[config.mk]
export PLATFORM = sky130hd
export DESIGN_NAME = int8_gemm_b_unpack_addr_gen_top_flat
export DESIGN_NICKNAME = d
export VERILOG_FILES = /design/src/sv/i8bup_pkg.sv /design/src/sv/i8bup_if.sv /design/src/sv/int8_gemm_b_unpack_addr_gen_top.sv /design/src/sv/i8bup_cfg.sv /design/src/sv/i8bup_walk.sv /design/src/sv/i8bup_addr.sv /design/src/flat_wrapper.sv
export SDC_FILE = /design/constraint.sdc
export NUM_CORES = 1
export LEC_CHECK = 0
export ABC_AREA = 1
export BUFFER_PORTS_ARGS = -buffer_cell sky130_fd_sc_hd__clkbuf_2
export CAP_MARGIN = 20
export CORE_MARGIN = 8
export CORE_UTILIZATION = 59
export CTS_BUF_LIST = sky130_fd_sc_hd__clkbuf_4 sky130_fd_sc_hd__clkbuf_8
export DETAILED_ROUTE_END_ITERATION = 16
export GPL_ROUTABILITY_DRIVEN = 0
export GPL_TIMING_DRIVEN = 0
export PLACE_DENSITY = 0.86
export SLEW_MARGIN = 10
export SYNTH_ARGS = -nofsm -noshare
export SYNTH_HDL_FRONTEND = slang
export SYNTH_SLANG_ARGS = --single-unit
[constraint.sdc]
create_clock -name clk_i -period 5.78 [get_ports clk_i]
set_input_delay 0.867 -clock clk_i [delete_from_list [all_inputs] [get_ports clk_i]]
set_output_delay 0.867 -clock clk_i [all_outputs]
set_load 0.01 [all_outputs]
[src/sv/i8bup_pkg.sv]
// ----------------------------------------------------------------------------
// i8bup_pkg
// types and constants of the packed int8 b-matrix unpack address generator
// ----------------------------------------------------------------------------
`default_nettype none

package i8bup_pkg;

  localparam int CFG_IDX_W  = 4;
  localparam int CFG_DATA_W = 16;
  localparam int DIM_W      = 16;          // nc, kc, ld, column base
  localparam int KG_W       = 14;          // k-group index
  localparam int KGRP_W     = KG_W + 1;    // number of k-groups
  localparam int N_W        = DIM_W + 1;   // column index may pass 16 bits
  localparam int SUM_W      = N_W + DIM_W + 1;
  localparam int DEST_W     = 32;
  localparam int BYTE_W     = 8;

  localparam logic [DIM_W-1:0] SUB_PANEL = 16'd16;
  localparam logic [DIM_W-1:0] SUB_MASK  = 16'hFFF0;

  typedef enum logic [CFG_IDX_W-1:0] {
    REG_NUM_COLUMNS  = 4'd0,
    REG_DEPTH_K      = 4'd1,
    REG_LEADING_DIM  = 4'd2,
    REG_COLUMN_MAJOR = 4'd3
  } cfg_reg_e;

  typedef struct packed {
    logic [DIM_W-1:0] num_columns;
    logic [DIM_W-1:0] depth_k;
    logic [DIM_W-1:0] leading_dim;
    logic             column_major;
  } cfg_t;

  localparam cfg_t CFG_RESET = '{
    num_columns:  16'd64,
    depth_k:      16'd4,
    leading_dim:  16'd64,
    column_major: 1'b0
  };

  // position of the current byte, from the buffer walk
  typedef struct packed {
    logic [DIM_W-1:0] k;
    logic [N_W-1:0]   n;
    logic             write_enable;
    logic             last_byte;
  } walk_pos_t;

  // operands held between the input register and the result register
  typedef struct packed {
    logic [N_W-1:0]           mul_a;
    logic [N_W-1:0]           addend;
    logic signed [BYTE_W-1:0] value;
    logic                     write_enable;
    logic                     last_byte;
  } mac_op_t;

endpackage

`default_nettype wire

[src/sv/i8bup_if.sv]
// ----------------------------------------------------------------------------
// i8bup_if
// valid/ready channel interfaces: byte input, result output, register writes
// ----------------------------------------------------------------------------
`default_nettype none

interface i8bup_in_if import i8bup_pkg::*; ();
  logic                     valid;
  logic                     ready;
  logic signed [BYTE_W-1:0] packed_byte;

  modport source (output valid, output packed_byte, input ready);
  modport sink   (input valid, input packed_byte, output ready);
endinterface

interface i8bup_out_if import i8bup_pkg::*; ();
  logic                     valid;
  logic                     ready;
  logic [DEST_W-1:0]        dest_addr;
  logic signed [BYTE_W-1:0] out_value;
  logic                     write_enable;
  logic                     last_byte;

  modport source (output valid, output dest_addr, output out_value,
                  output write_enable, output last_byte, input ready);
  modport sink   (input valid, input dest_addr, input out_value,
                  input write_enable, input last_byte, output ready);
endinterface

interface i8bup_cfg_if import i8bup_pkg::*; ();
  logic                  valid;
  logic                  ready;
  logic [CFG_IDX_W-1:0]  index;
  logic [CFG_DATA_W-1:0] data;

  modport source (output valid, output index, output data, input ready);
  modport sink   (input valid, input index, input data, output ready);
endinterface

`default_nettype wire

[src/sv/int8_gemm_b_unpack_addr_gen_top.sv]
// ----------------------------------------------------------------------------
// int8_gemm_b_unpack_addr_gen_top
// destination addresses for the bytes of a packed int8 b matrix
// ----------------------------------------------------------------------------
// usage:
//   in_i   takes the packed buffer one signed byte per item, in buffer order
//   out_o  gives one item per input byte: destination element offset, the
//          byte itself, write enable (0 on padding bytes) and an end mark on
//          the final byte of the buffer
//   cfg_i  writes num_columns, depth_k, leading_dim, column_major by index;
//          always ready, write only while no item is in flight; a write to a
//          known index restarts the walk at the first byte of the buffer
//   a byte accepted on in_i passes the input register, then the multiply-add
//   into the result register, before its result is valid on out_o
//   throughput: one byte per cycle unless out_o stalls, one multiply-add stage
//   after the last byte the walk wraps to the start of a new buffer
//   reset: configuration returns to 64 columns, depth 4, leading dim 64,
//          row-major; both stages are emptied
//   a stalled receiver holds the result; the input register still takes one
//   more byte if it is empty, then in_i.ready drops
// ----------------------------------------------------------------------------
`default_nettype none

module int8_gemm_b_unpack_addr_gen_top
  import i8bup_pkg::*;
#(
  parameter int PANEL_COLS = 64,
  parameter int ADDR_BITS  = 32
) (
  input  wire logic   clk_i,
  input  wire logic   rst_ni,
  i8bup_in_if.sink    in_i,
  i8bup_out_if.source out_o,
  i8bup_cfg_if.sink   cfg_i
);

  cfg_t      cfg, cfg_next;
  logic      restart;
  logic      in_ready;
  walk_pos_t pos;

  i8bup_cfg u_cfg (
    .clk_i      (clk_i),
    .rst_ni     (rst_ni),
    .cfg_i      (cfg_i),
    .cfg_o      (cfg),
    .cfg_next_o (cfg_next),
    .restart_o  (restart)
  );

  i8bup_walk #(
    .PANEL_COLS (PANEL_COLS)
  ) u_walk (
    .clk_i      (clk_i),
    .rst_ni     (rst_ni),
    .cfg_i      (cfg),
    .cfg_next_i (cfg_next),
    .restart_i  (restart),
    .advance_i  (in_i.valid && in_ready),
    .pos_o      (pos)
  );

  i8bup_addr #(
    .ADDR_BITS (ADDR_BITS)
  ) u_addr (
    .clk_i          (clk_i),
    .rst_ni         (rst_ni),
    .cfg_i          (cfg),
    .in_valid_i     (in_i.valid),
    .in_ready_o     (in_ready),
    .in_value_i     (in_i.packed_byte),
    .pos_i          (pos),
    .out_valid_o    (out_o.valid),
    .out_ready_i    (out_o.ready),
    .dest_addr_o    (out_o.dest_addr),
    .out_value_o    (out_o.out_value),
    .write_enable_o (out_o.write_enable),
    .last_byte_o    (out_o.last_byte)
  );

  assign in_i.ready = in_ready;

endmodule

`default_nettype wire

[src/sv/i8bup_cfg.sv]
// ----------------------------------------------------------------------------
// i8bup_cfg
// configuration registers; any known write restarts the buffer walk
// ----------------------------------------------------------------------------
`default_nettype none

module i8bup_cfg
  import i8bup_pkg::*;
(
  input  wire logic  clk_i,
  input  wire logic  rst_ni,
  i8bup_cfg_if.sink  cfg_i,
  output cfg_t       cfg_o,
  output cfg_t       cfg_next_o,
  output logic       restart_o
);

  cfg_t cfg_q, cfg_d;
  logic hit;

  assign cfg_i.ready = 1'b1;

  always_comb begin
    cfg_d = cfg_q;
    hit   = 1'b0;
    if (cfg_i.valid) begin
      case (cfg_reg_e'(cfg_i.index))
        REG_NUM_COLUMNS: begin
          cfg_d.num_columns = cfg_i.data;
          hit = 1'b1;
        end
        REG_DEPTH_K: begin
          cfg_d.depth_k = cfg_i.data;
          hit = 1'b1;
        end
        REG_LEADING_DIM: begin
          cfg_d.leading_dim = cfg_i.data;
          hit = 1'b1;
        end
        REG_COLUMN_MAJOR: begin
          cfg_d.column_major = cfg_i.data[0];
          hit = 1'b1;
        end
        default: begin
          hit = 1'b0;
        end
      endcase
    end
  end

  always_ff @(posedge clk_i or negedge rst_ni) begin
    if (!rst_ni) begin
      cfg_q <= CFG_RESET;
    end else begin
      cfg_q <= cfg_d;
    end
  end

  assign cfg_o      = cfg_q;
  assign cfg_next_o = cfg_d;
  assign restart_o  = hit;

endmodule

`default_nettype wire

[src/sv/i8bup_walk.sv]
// ----------------------------------------------------------------------------
// i8bup_walk
// buffer walk counters: byte in column, column in panel, k-group, panel base
// ----------------------------------------------------------------------------
`default_nettype none

module i8bup_walk
  import i8bup_pkg::*;
#(
  parameter int PANEL_COLS = 64
) (
  input  wire logic  clk_i,
  input  wire logic  rst_ni,
  input  cfg_t       cfg_i,
  input  cfg_t       cfg_next_i,
  input  wire logic  restart_i,
  input  wire logic  advance_i,
  output walk_pos_t  pos_o
);

  localparam int COL_W = $clog2(PANEL_COLS);
  localparam int PW_W  = $clog2(PANEL_COLS + 1);

  // width of the sub-panel that starts at column base
  function automatic logic [PW_W-1:0] width_from(input logic [DIM_W-1:0] nc,
                                                 input logic [DIM_W-1:0] base);
    logic [DIM_W-1:0] rest;
    rest = (base < nc) ? (nc - base) : '0;
    if (rest >= DIM_W'(PANEL_COLS)) begin
      width_from = PW_W'(PANEL_COLS);
    end else if (rest >= SUB_PANEL) begin
      width_from = PW_W'(rest & SUB_MASK);
    end else begin
      width_from = PW_W'(SUB_PANEL);
    end
  endfunction

  logic [DIM_W-1:0] base_q, base_d;
  logic [PW_W-1:0]  pw_q, pw_d;
  logic [KG_W-1:0]  kg_q, kg_d;
  logic [COL_W-1:0] col_q, col_d;
  logic [1:0]       bic_q, bic_d;

  logic [DIM_W:0]    kc_p3;
  logic [KGRP_W-1:0] groups;
  logic [DIM_W:0]    base_end;
  logic              last_bic, last_col, last_group, last_panel;

  always_comb begin
    kc_p3  = {1'b0, cfg_i.depth_k} + (DIM_W + 1)'(3);
    groups = kc_p3[DIM_W:2];
    if (groups == '0) begin
      groups = KGRP_W'(1);
    end
    base_end   = {1'b0, base_q} + (DIM_W + 1)'(pw_q);
    last_bic   = &bic_q;
    last_col   = (PW_W'(col_q) + PW_W'(1)) >= pw_q;
    last_group = ({1'b0, kg_q} + KGRP_W'(1)) >= groups;
    last_panel = base_end >= {1'b0, cfg_i.num_columns};

    pos_o.k            = {kg_q, bic_q};
    pos_o.n            = {1'b0, base_q} + N_W'(col_q);
    pos_o.write_enable = (pos_o.k < cfg_i.depth_k) &&
                         (pos_o.n < {1'b0, cfg_i.num_columns});
    pos_o.last_byte    = last_panel && last_group && last_col && last_bic;
  end

  always_comb begin
    base_d = base_q;
    pw_d   = pw_q;
    kg_d   = kg_q;
    col_d  = col_q;
    bic_d  = bic_q;
    if (restart_i) begin
      base_d = '0;
      pw_d   = width_from(cfg_next_i.num_columns, '0);
      kg_d   = '0;
      col_d  = '0;
      bic_d  = '0;
    end else if (advance_i) begin
      bic_d = bic_q + 2'd1;
      if (last_bic) begin
        col_d = col_q + COL_W'(1);
        if (last_col) begin
          col_d = '0;
          kg_d  = kg_q + KG_W'(1);
          if (last_group) begin
            kg_d = '0;
            if (last_panel) begin
              base_d = '0;
              pw_d   = width_from(cfg_i.num_columns, '0);
            end else begin
              base_d = base_end[DIM_W-1:0];
              pw_d   = width_from(cfg_i.num_columns, base_end[DIM_W-1:0]);
            end
          end
        end
      end
    end
  end

  always_ff @(posedge clk_i or negedge rst_ni) begin
    if (!rst_ni) begin
      base_q <= '0;
      pw_q   <= width_from(CFG_RESET.num_columns, '0);
      kg_q   <= '0;
      col_q  <= '0;
      bic_q  <= '0;
    end else begin
      base_q <= base_d;
      pw_q   <= pw_d;
      kg_q   <= kg_d;
      col_q  <= col_d;
      bic_q  <= bic_d;
    end
  end

endmodule

`default_nettype wire

[src/sv/i8bup_addr.sv]
// ----------------------------------------------------------------------------
// i8bup_addr
// input register, multiply-add of the destination address, result register
// ----------------------------------------------------------------------------
`default_nettype none

module i8bup_addr
  import i8bup_pkg::*;
#(
  parameter int ADDR_BITS = 32
) (
  input  wire logic                     clk_i,
  input  wire logic                     rst_ni,
  input  cfg_t                          cfg_i,
  input  wire logic                     in_valid_i,
  output logic                          in_ready_o,
  input  wire logic signed [BYTE_W-1:0] in_value_i,
  input  walk_pos_t                     pos_i,
  output logic                          out_valid_o,
  input  wire logic                     out_ready_i,
  output logic [DEST_W-1:0]             dest_addr_o,
  output logic signed [BYTE_W-1:0]      out_value_o,
  output logic                          write_enable_o,
  output logic                          last_byte_o
);

  localparam logic [SUM_W-1:0] ADDR_MASK = SUM_W'((64'd1 << ADDR_BITS) - 64'd1);

  logic    s1_valid_q;
  mac_op_t s1_q, s1_d;
  logic    s1_ready, s2_ready;

  logic                     out_valid_q;
  logic [DEST_W-1:0]        dest_q, dest_d;
  logic signed [BYTE_W-1:0] value_q;
  logic                     we_q, last_q;
  logic [SUM_W-1:0]         sum;

  assign s2_ready   = !out_valid_q || out_ready_i;
  assign s1_ready   = !s1_valid_q || s2_ready;
  assign in_ready_o = s1_ready;

  // column-major swaps which index scales with the leading dimension
  always_comb begin
    s1_d.mul_a        = cfg_i.column_major ? pos_i.n : N_W'(pos_i.k);
    s1_d.addend       = cfg_i.column_major ? N_W'(pos_i.k) : pos_i.n;
    s1_d.value        = in_value_i;
    s1_d.write_enable = pos_i.write_enable;
    s1_d.last_byte    = pos_i.last_byte;
  end

  always_comb begin
    sum    = SUM_W'(SUM_W'(s1_q.mul_a) * SUM_W'(cfg_i.leading_dim)) + SUM_W'(s1_q.addend);
    dest_d = DEST_W'(sum & ADDR_MASK);
  end

  always_ff @(posedge clk_i or negedge rst_ni) begin
    if (!rst_ni) begin
      s1_valid_q  <= 1'b0;
      out_valid_q <= 1'b0;
    end else begin
      if (s1_ready) begin
        s1_valid_q <= in_valid_i;
      end
      if (s2_ready) begin
        out_valid_q <= s1_valid_q;
      end
    end
  end

  always_ff @(posedge clk_i) begin
    if (in_valid_i && s1_ready) begin
      s1_q <= s1_d;
    end
    if (s1_valid_q && s2_ready) begin
      dest_q  <= dest_d;
      value_q <= s1_q.value;
      we_q    <= s1_q.write_enable;
      last_q  <= s1_q.last_byte;
    end
  end

  assign out_valid_o    = out_valid_q;
  assign dest_addr_o    = dest_q;
  assign out_value_o    = value_q;
  assign write_enable_o = we_q;
  assign last_byte_o    = last_q;

endmodule

`default_nettype wire

[src/flat_wrapper.sv]
// flat-port wrapper written by rule: the top's interface ports become plain ports
module int8_gemm_b_unpack_addr_gen_top_flat import i8bup_pkg::*;
#(
  parameter int PANEL_COLS = 64,
  parameter int ADDR_BITS  = 32
)
  (clk_i, rst_ni, in_i_valid, in_i_packed_byte, in_i_ready, out_o_valid, out_o_dest_addr, out_o_out_value, out_o_write_enable, out_o_last_byte, out_o_ready, cfg_i_valid, cfg_i_index, cfg_i_data, cfg_i_ready);
  i8bup_in_if in_i_i ();
  i8bup_out_if out_o_i ();
  i8bup_cfg_if cfg_i_i ();
  input  wire logic clk_i;
  input  wire logic rst_ni;
  input wire logic [$bits(in_i_i.valid)-1:0] in_i_valid;
  input wire logic [$bits(in_i_i.packed_byte)-1:0] in_i_packed_byte;
  output wire logic [$bits(in_i_i.ready)-1:0] in_i_ready;
  output wire logic [$bits(out_o_i.valid)-1:0] out_o_valid;
  output wire logic [$bits(out_o_i.dest_addr)-1:0] out_o_dest_addr;
  output wire logic [$bits(out_o_i.out_value)-1:0] out_o_out_value;
  output wire logic [$bits(out_o_i.write_enable)-1:0] out_o_write_enable;
  output wire logic [$bits(out_o_i.last_byte)-1:0] out_o_last_byte;
  input wire logic [$bits(out_o_i.ready)-1:0] out_o_ready;
  input wire logic [$bits(cfg_i_i.valid)-1:0] cfg_i_valid;
  input wire logic [$bits(cfg_i_i.index)-1:0] cfg_i_index;
  input wire logic [$bits(cfg_i_i.data)-1:0] cfg_i_data;
  output wire logic [$bits(cfg_i_i.ready)-1:0] cfg_i_ready;
  assign in_i_i.valid = in_i_valid;
  assign in_i_i.packed_byte = in_i_packed_byte;
  assign in_i_ready = in_i_i.ready;
  assign out_o_valid = out_o_i.valid;
  assign out_o_dest_addr = out_o_i.dest_addr;
  assign out_o_out_value = out_o_i.out_value;
  assign out_o_write_enable = out_o_i.write_enable;
  assign out_o_last_byte = out_o_i.last_byte;
  assign out_o_i.ready = out_o_ready;
  assign cfg_i_i.valid = cfg_i_valid;
  assign cfg_i_i.index = cfg_i_index;
  assign cfg_i_i.data = cfg_i_data;
  assign cfg_i_ready = cfg_i_i.ready;
  int8_gemm_b_unpack_addr_gen_top #(.PANEL_COLS(PANEL_COLS), .ADDR_BITS(ADDR_BITS)) u_core (.clk_i(clk_i), .rst_ni(rst_ni), .in_i(in_i_i), .out_o(out_o_i), .cfg_i(cfg_i_i));
endmodule
* After elaboration in Yosys (flattened, before gate mapping)
Cells that the tools add are included.
Operators by class: $add $sub $neg 10, $mul 1, divide/modulo/power cells 0, magnitude comparators 14, equality and inequality tests 3, shift operators 0, muxes and demuxes 42, bitwise gates (word level) 0, reduce and logical (&&, ||, !) cells 24
Operators with widths (number):
- $mux W16 | 14
- $mux W7 | 12
- $mux W14 | 5
- $mux W49 | 1
- $ge A16 B5 Y1 const B | 3
- $ge A16 B7 Y1 const B | 3
- $add A32 B17 Y32 | 1
- $lt A1 B16 Y1 const A | 2
- $lt A16 B16 Y1 | 2
- $mul A17 B16 Y32 | 1
- $mux W6 | 4
- $add A16 B2 Y17 const B | 1
- $add A16 B6 Y17 | 1
- $add A16 B7 Y17 | 1
- $ge A17 B16 Y1 | 1
- $lt A17 B16 Y1 | 1
- $sub A16 B16 Y16 | 1
- $add A14 B1 Y15 const B | 1
- $ge A15 B15 Y1 | 1
- $logic_not A15 Y1 | 1
- $mux W15 | 1
- $add A14 B1 Y14 const B | 1
- $reduce_and A2 Y1 | 5
- $eq A4 B2 Y1 const B | 2
- 15 further kinds | 28
Storage, ports and cells: bits in registers 182, latch bits 0, RAM bits 0, ROM bits 0, input bits 33, output and inout port bits 45, logic and storage cells 116, memories 0

* Logic depth before layout (Yosys ltp)
depth after elaboration 12, depth in mapped cells 27, depth with buffers taken out 27

* Hierarchy
Synthesis repeated with hierarchy kept, for this count alone.
Unflattened totals: cells, all modules 2754, area total of the unflattened synthesis 20901.3 um^2
Modules (own cells, without submodules):
- i8bup_addr | times used 1, cells each 1729, area an instance 13656.8 um^2, seq. area each 2632.5 um^2
- i8bup_walk | times used 1, cells each 796, area an instance 5166.2 um^2, seq. area each 927.1 um^2
- i8bup_cfg | times used 1, cells each 227, area an instance 2070.7 um^2, seq. area each 1229.9 um^2
- int8_gemm_b_unpack_addr_gen_top | times used 1, cells each 2, area an instance 7.5 um^2, seq. area each 0.0 um^2

* Worst setup path after synthesis
No wires, ideal clock.
path type register to register, start point reg u_core.u_cfg.cfg_q, in the netlist u_core.u_cfg.cfg_o[7], end point reg u_core.u_addr.dest_q[29] (netlist: u_core.u_addr.dest_addr_o[29]), data pin, library setup time 0.261 ns, data arrival time 5.550 ns, data required time 5.519 ns, setup slack -0.031 ns, cell stages (with the launch flop) 23, path buffers 2, clock period less this slack 5.811 ns, cells stage by stage dfstp_2 > clkbuf_1 > clkbuf_1 > nand2_1 > fa_1 > inv_1 > fa_1 > fa_1 > fa_1 > fa_1 > inv_1 > fa_1 > inv_1 > ha_1 > nand2_1 > nor4_1 > nand3b_1 > nand3_1 > nand2_1 > nand3_1 > nand2_1 > nand2_1 > xor2_1
Between the ends: word-level cells in the longest chain between the ends 2
RTL lines:
- start: declaration | line i8bup_cfg.sv:18 | cfg_t cfg_q, cfg_d;
- start signal: assignment | line i8bup_cfg.sv:55 | cfg_q <= cfg_d;
- $mul A17 B16 Y32 | line i8bup_addr.sv:53 | sum = SUM_W'(SUM_W'(s1_q.mul_a) * SUM_W'(cfg_i.leading_dim)) + SUM_W'(s1_q.addend);
- $add A32 B17 Y32 | line i8bup_addr.sv:53
- named net u_core.u_addr.sum[29] | line i8bup_addr.sv:37 | logic [SUM_W-1:0] sum;
- end signal: assignment | line i8bup_addr.sv:76 | dest_q <= dest_d;
- end: declaration | line i8bup_addr.sv:34 | logic [DEST_W-1:0] dest_q, dest_d;
The timed path passes the listed nets, and every way through them passes these cells. A chain may end at the register's enable or synchronous reset.

* Final worst setup path
start point reg u_core.u_addr.s1_q[36] in the netlist's numbering, end point reg u_core.u_addr.dest_q[31] (netlist: u_core.u_addr.dest_addr_o[31]), data pin
Between the ends: word-level cells in the longest chain between the ends 2
RTL lines:
- start: declaration | line i8bup_addr.sv:30 | mac_op_t s1_q, s1_d;
- start signal: assignment | line i8bup_addr.sv:73 | s1_q <= s1_d;
- $mul A17 B16 Y32 | line i8bup_addr.sv:53
- $add A32 B17 Y32 | line i8bup_addr.sv:53
- named net u_core.u_addr.sum[31] | line i8bup_addr.sv:37
The timed path passes the listed nets, and every way through them passes these cells.

==> results.ini <==
[global_routing]
first_global_vias = 17600
overflow = 0
grt_pass1_wl_um = 85200
grt_max_degree = 46
grt.total_usage_pct = 27.2
antenna_found_initial = 0

[final_layout]
final_cell_mix = inv_1, nand2_1, fa_1, ha_1, o21ai_0
layout_commonest_cell = inv_1
drive_gt1_share_pct = 14.6
nFillCells = 2421
fin_nets = 3013
diodes = 0
syn_to_final_growth_pct = 12.2
fin_util_pct = 66.9
fin_area_um2 = 22300

[yosys]
synth.distinct_cells = 57
ys_seq_elements = 174
synth_flop_cell = edfxtp_1
synthCells = 2444
synth_edf_count = 86
yosys_warnings = 0
synth.avg_cell_area_um2 = 8.14
synthArstFlopShare_pct = 50.6
syn-num-nets = 2886
yosysSeqAreaShare_pct = 24.1
syn_area_um2 = 19900

[floorplan]
initial_core_util_pct = 59.6
fp.dieW_um = 200
core_um2 = 33400
io_pins = 78
die_y_um = 200
rows = 67
dieArea_um2 = 39800

[drt]
drt_first_pass_iters = 6
vias = 17200
drt_iter0_drc = 2096
via_per_inst = 5.66
wire_per_inst_um = 18.4
finalWirelength_um = 55600
ant_nets = 0
route.detailed.drc = 0

[setup_path]
crit_path_max_fanout = 5
required_ns = 6.02
cpLargestDelayFamily = adder cells
max_stage_delay_ns = 0.56
path_class = reg -> reg
crit_path_cell_trace = buf_6 -> buf_4 -> buf_4 -> nand2_1 -> fa_1 -> inv_1 -> fa_1 -> fa_2 -> fa_1 -> fa_1 -> inv_1 -> fa_1 -> inv_1 -> ha_4 -> nand2_4 -> buf_4 -> nor2_1 -> nand3_1 -> o21ai_0 -> xor2_1
crit_path_frequent_cell = fa_1
critPathLaunchType = register
critPathSlowestCell = fa_1
critPathBufInv = 7
crit_arrival_ns = 6.10
crit_path_end_kind = register

[cts]
ctsHoldBuffers = 0
cts.sink_count = 174
insertion_delay_ns = 0.51
clock_path_buffers = 2
cts_buffers = 17
clock-root-buffer = clkbuf_8
clkTransAtPathRegs_ns = 0.11
h-tree-depth = 4
cts_tree = yes

[timing]
setup_viol = 3
fin_ws_ns = -0.0801
slew_violations = 0
skew_ns = 0.0188
timing.final.crit_period_ns = 5.86
relSlewSlack_pct = 43.5
layout_worst_path_cycle_share_pct = 101
fmax_mhz = 171
worst_pin_slew_ns = 0.840
finalHoldViolations = 0
rsz0062_at_grt = true

[outcome]
outcome = complete, but fails checks
violations = negative setup slack

[flow_run]
maxCapViolCount = 0

[placement]
io_buffers = 76
dp_hpwl_um = 41000
dpl_cell_area_um2 = 20900

[min_path]
hold_class = in -> async

==> state kept, by name, indices dropped and copies added (netlist names) <==
register                      flops
u_core.u_cfg.cfg_o               49
u_core.u_addr.s1_q               44
u_core.u_addr.dest_addr_o        32
u_core.u_walk.kg_q               14
u_core.u_walk.base_q             12
u_core.u_addr.out_value_o         8
u_core.u_walk.col_q               6
u_core.u_walk.pw_q                3
u_core.u_walk.bic_q               2
u_core.u_addr.last_byte_o         1
u_core.u_addr.out_valid_o         1
u_core.u_addr.s1_valid_q          1
u_core.u_addr.write_enable_o      1
==> area by class of cell <==
class                   count  area [um^2]  share of cell area, %
plain buffers              59          417                   1.87
multi-input cells        1548        12800                   57.4
inverters                 630         2360                   10.6
clock inverters            13          145                  0.650
well taps                 448          561                   2.51
repair buffers            141          953                   4.27
clock buffers              19          249                   1.12
flip-flops and latches    174         4810                   21.5
==> Yosys cell counts, types with 3 or more instances <==
master | count | area [um^2]
a211oi_1 | 6 | 45.0
a21o_1 | 5 | 37.5
a21oi_1 | 69 | 345
a21oi_2 | 5 | 43.8
a31oi_1 | 3 | 18.8
buf_2 | 6 | 30.0
clkbuf_1 | 82 | 308
dfrtp_1 | 84 | 2100
dfstp_2 | 4 | 105
edfxtp_1 | 86 | 2580
fa_1 | 225 | 4500
ha_1 | 184 | 2300
inv_1 | 619 | 2320
inv_2 | 9 | 33.8
nand2_1 | 598 | 2240
nand2_2 | 10 | 62.6
nand3_1 | 65 | 325
nand3_2 | 4 | 40.0
nand3_4 | 4 | 70.1
nand3b_1 | 5 | 37.5
nand4_1 | 19 | 119
nor2_1 | 69 | 259
nor2_2 | 13 | 81.3
nor2_4 | 8 | 90.1
nor3_1 | 12 | 60.1
nor3_4 | 4 | 65.1
nor4_1 | 6 | 37.5
o211ai_1 | 4 | 30.0
o21ai_0 | 117 | 586
o21ai_1 | 13 | 65.1
o21ai_2 | 3 | 26.3
o22ai_1 | 6 | 37.5
o31ai_2 | 4 | 50.1
xnor2_1 | 15 | 131
xor2_1 | 48 | 420
==> per-stage QoR <==
step,setup TNS (ns),worst slack [ns],cells,hold WS [ns]
after floorplan,0,0.00617,2444,0.400
after global placement,-7.60,-0.719,2968,0.402
after detailed placement,-10.67,-0.888,2971,0.406
after CTS,-0.0438,-0.0230,3011,0.395
after global routing,-0.760,-0.190,3032,0.422
final,-0.129,-0.0801,3032,0.388
==> cells by family (layout without fill, tap and decap cells) <==
group           count (synthesis)  count (layout)  share of synthesized area [%]
simple gates                  824             824                           17.9
buf+inv                       722             862                           13.8
fa+ha+maj                     409             409                           34.2
compound gates                248             248                           7.07
flops                         174             174                           24.1
xor+xnor                       65              65                           2.94
other cells                     2               2                         0.0378
==> per-layer routing <==
| layer | wire length, um | GRT usage, % | share of wire (%) |
|---|---|---|---|
| met5 | 0 | 0 | 0 |
| met4 | 3730 | 15.2 | 6.7 |
| met3 | 5170 | 4.60 | 9.3 |
| met2 | 27400 | 47.8 | 49 |
| met1 | 19400 | 31.1 | 35 |
==> what timing repair did <==
| action | CTS | global route |
|---|---|---|
| pin swaps | 3 | 59 |
| endpoints found under the setup margin | 19 | 13 |
| buffers inserted | 40 | 22 |
| resized for setup | 95 | 115 |
==> final timing paths <==
| path | start | to | slack [ns] | cells after the start |
|---|---|---|---|---|
| setup / recovery | u_core.u_addr.s1_q[36] | u_core.u_addr.dest_addr_o[31] | -0.08 | 20 |
| hold / removal | rst_ni | u_core.u_cfg.cfg_o[38] | 0.39 | 1 |
| setup reg to reg | u_core.u_addr.s1_q[36] | u_core.u_addr.dest_addr_o[31] | -0.08 | 20 |
| hold reg to reg | u_core.u_addr.s1_q[7] | u_core.u_addr.out_value_o[5] | 0.42 | 0 |
| max in group asynchronous | rst_ni | u_core.u_cfg.cfg_o[7] | 4.66 | 2 |
| min in group clk_i | u_core.u_addr.s1_q[7] | u_core.u_addr.out_value_o[5] | 0.42 | 0 |
Power is left out: the tool's default activity adds up to more than one toggle a clock period on the data nets, which glitch-free logic cannot reach.
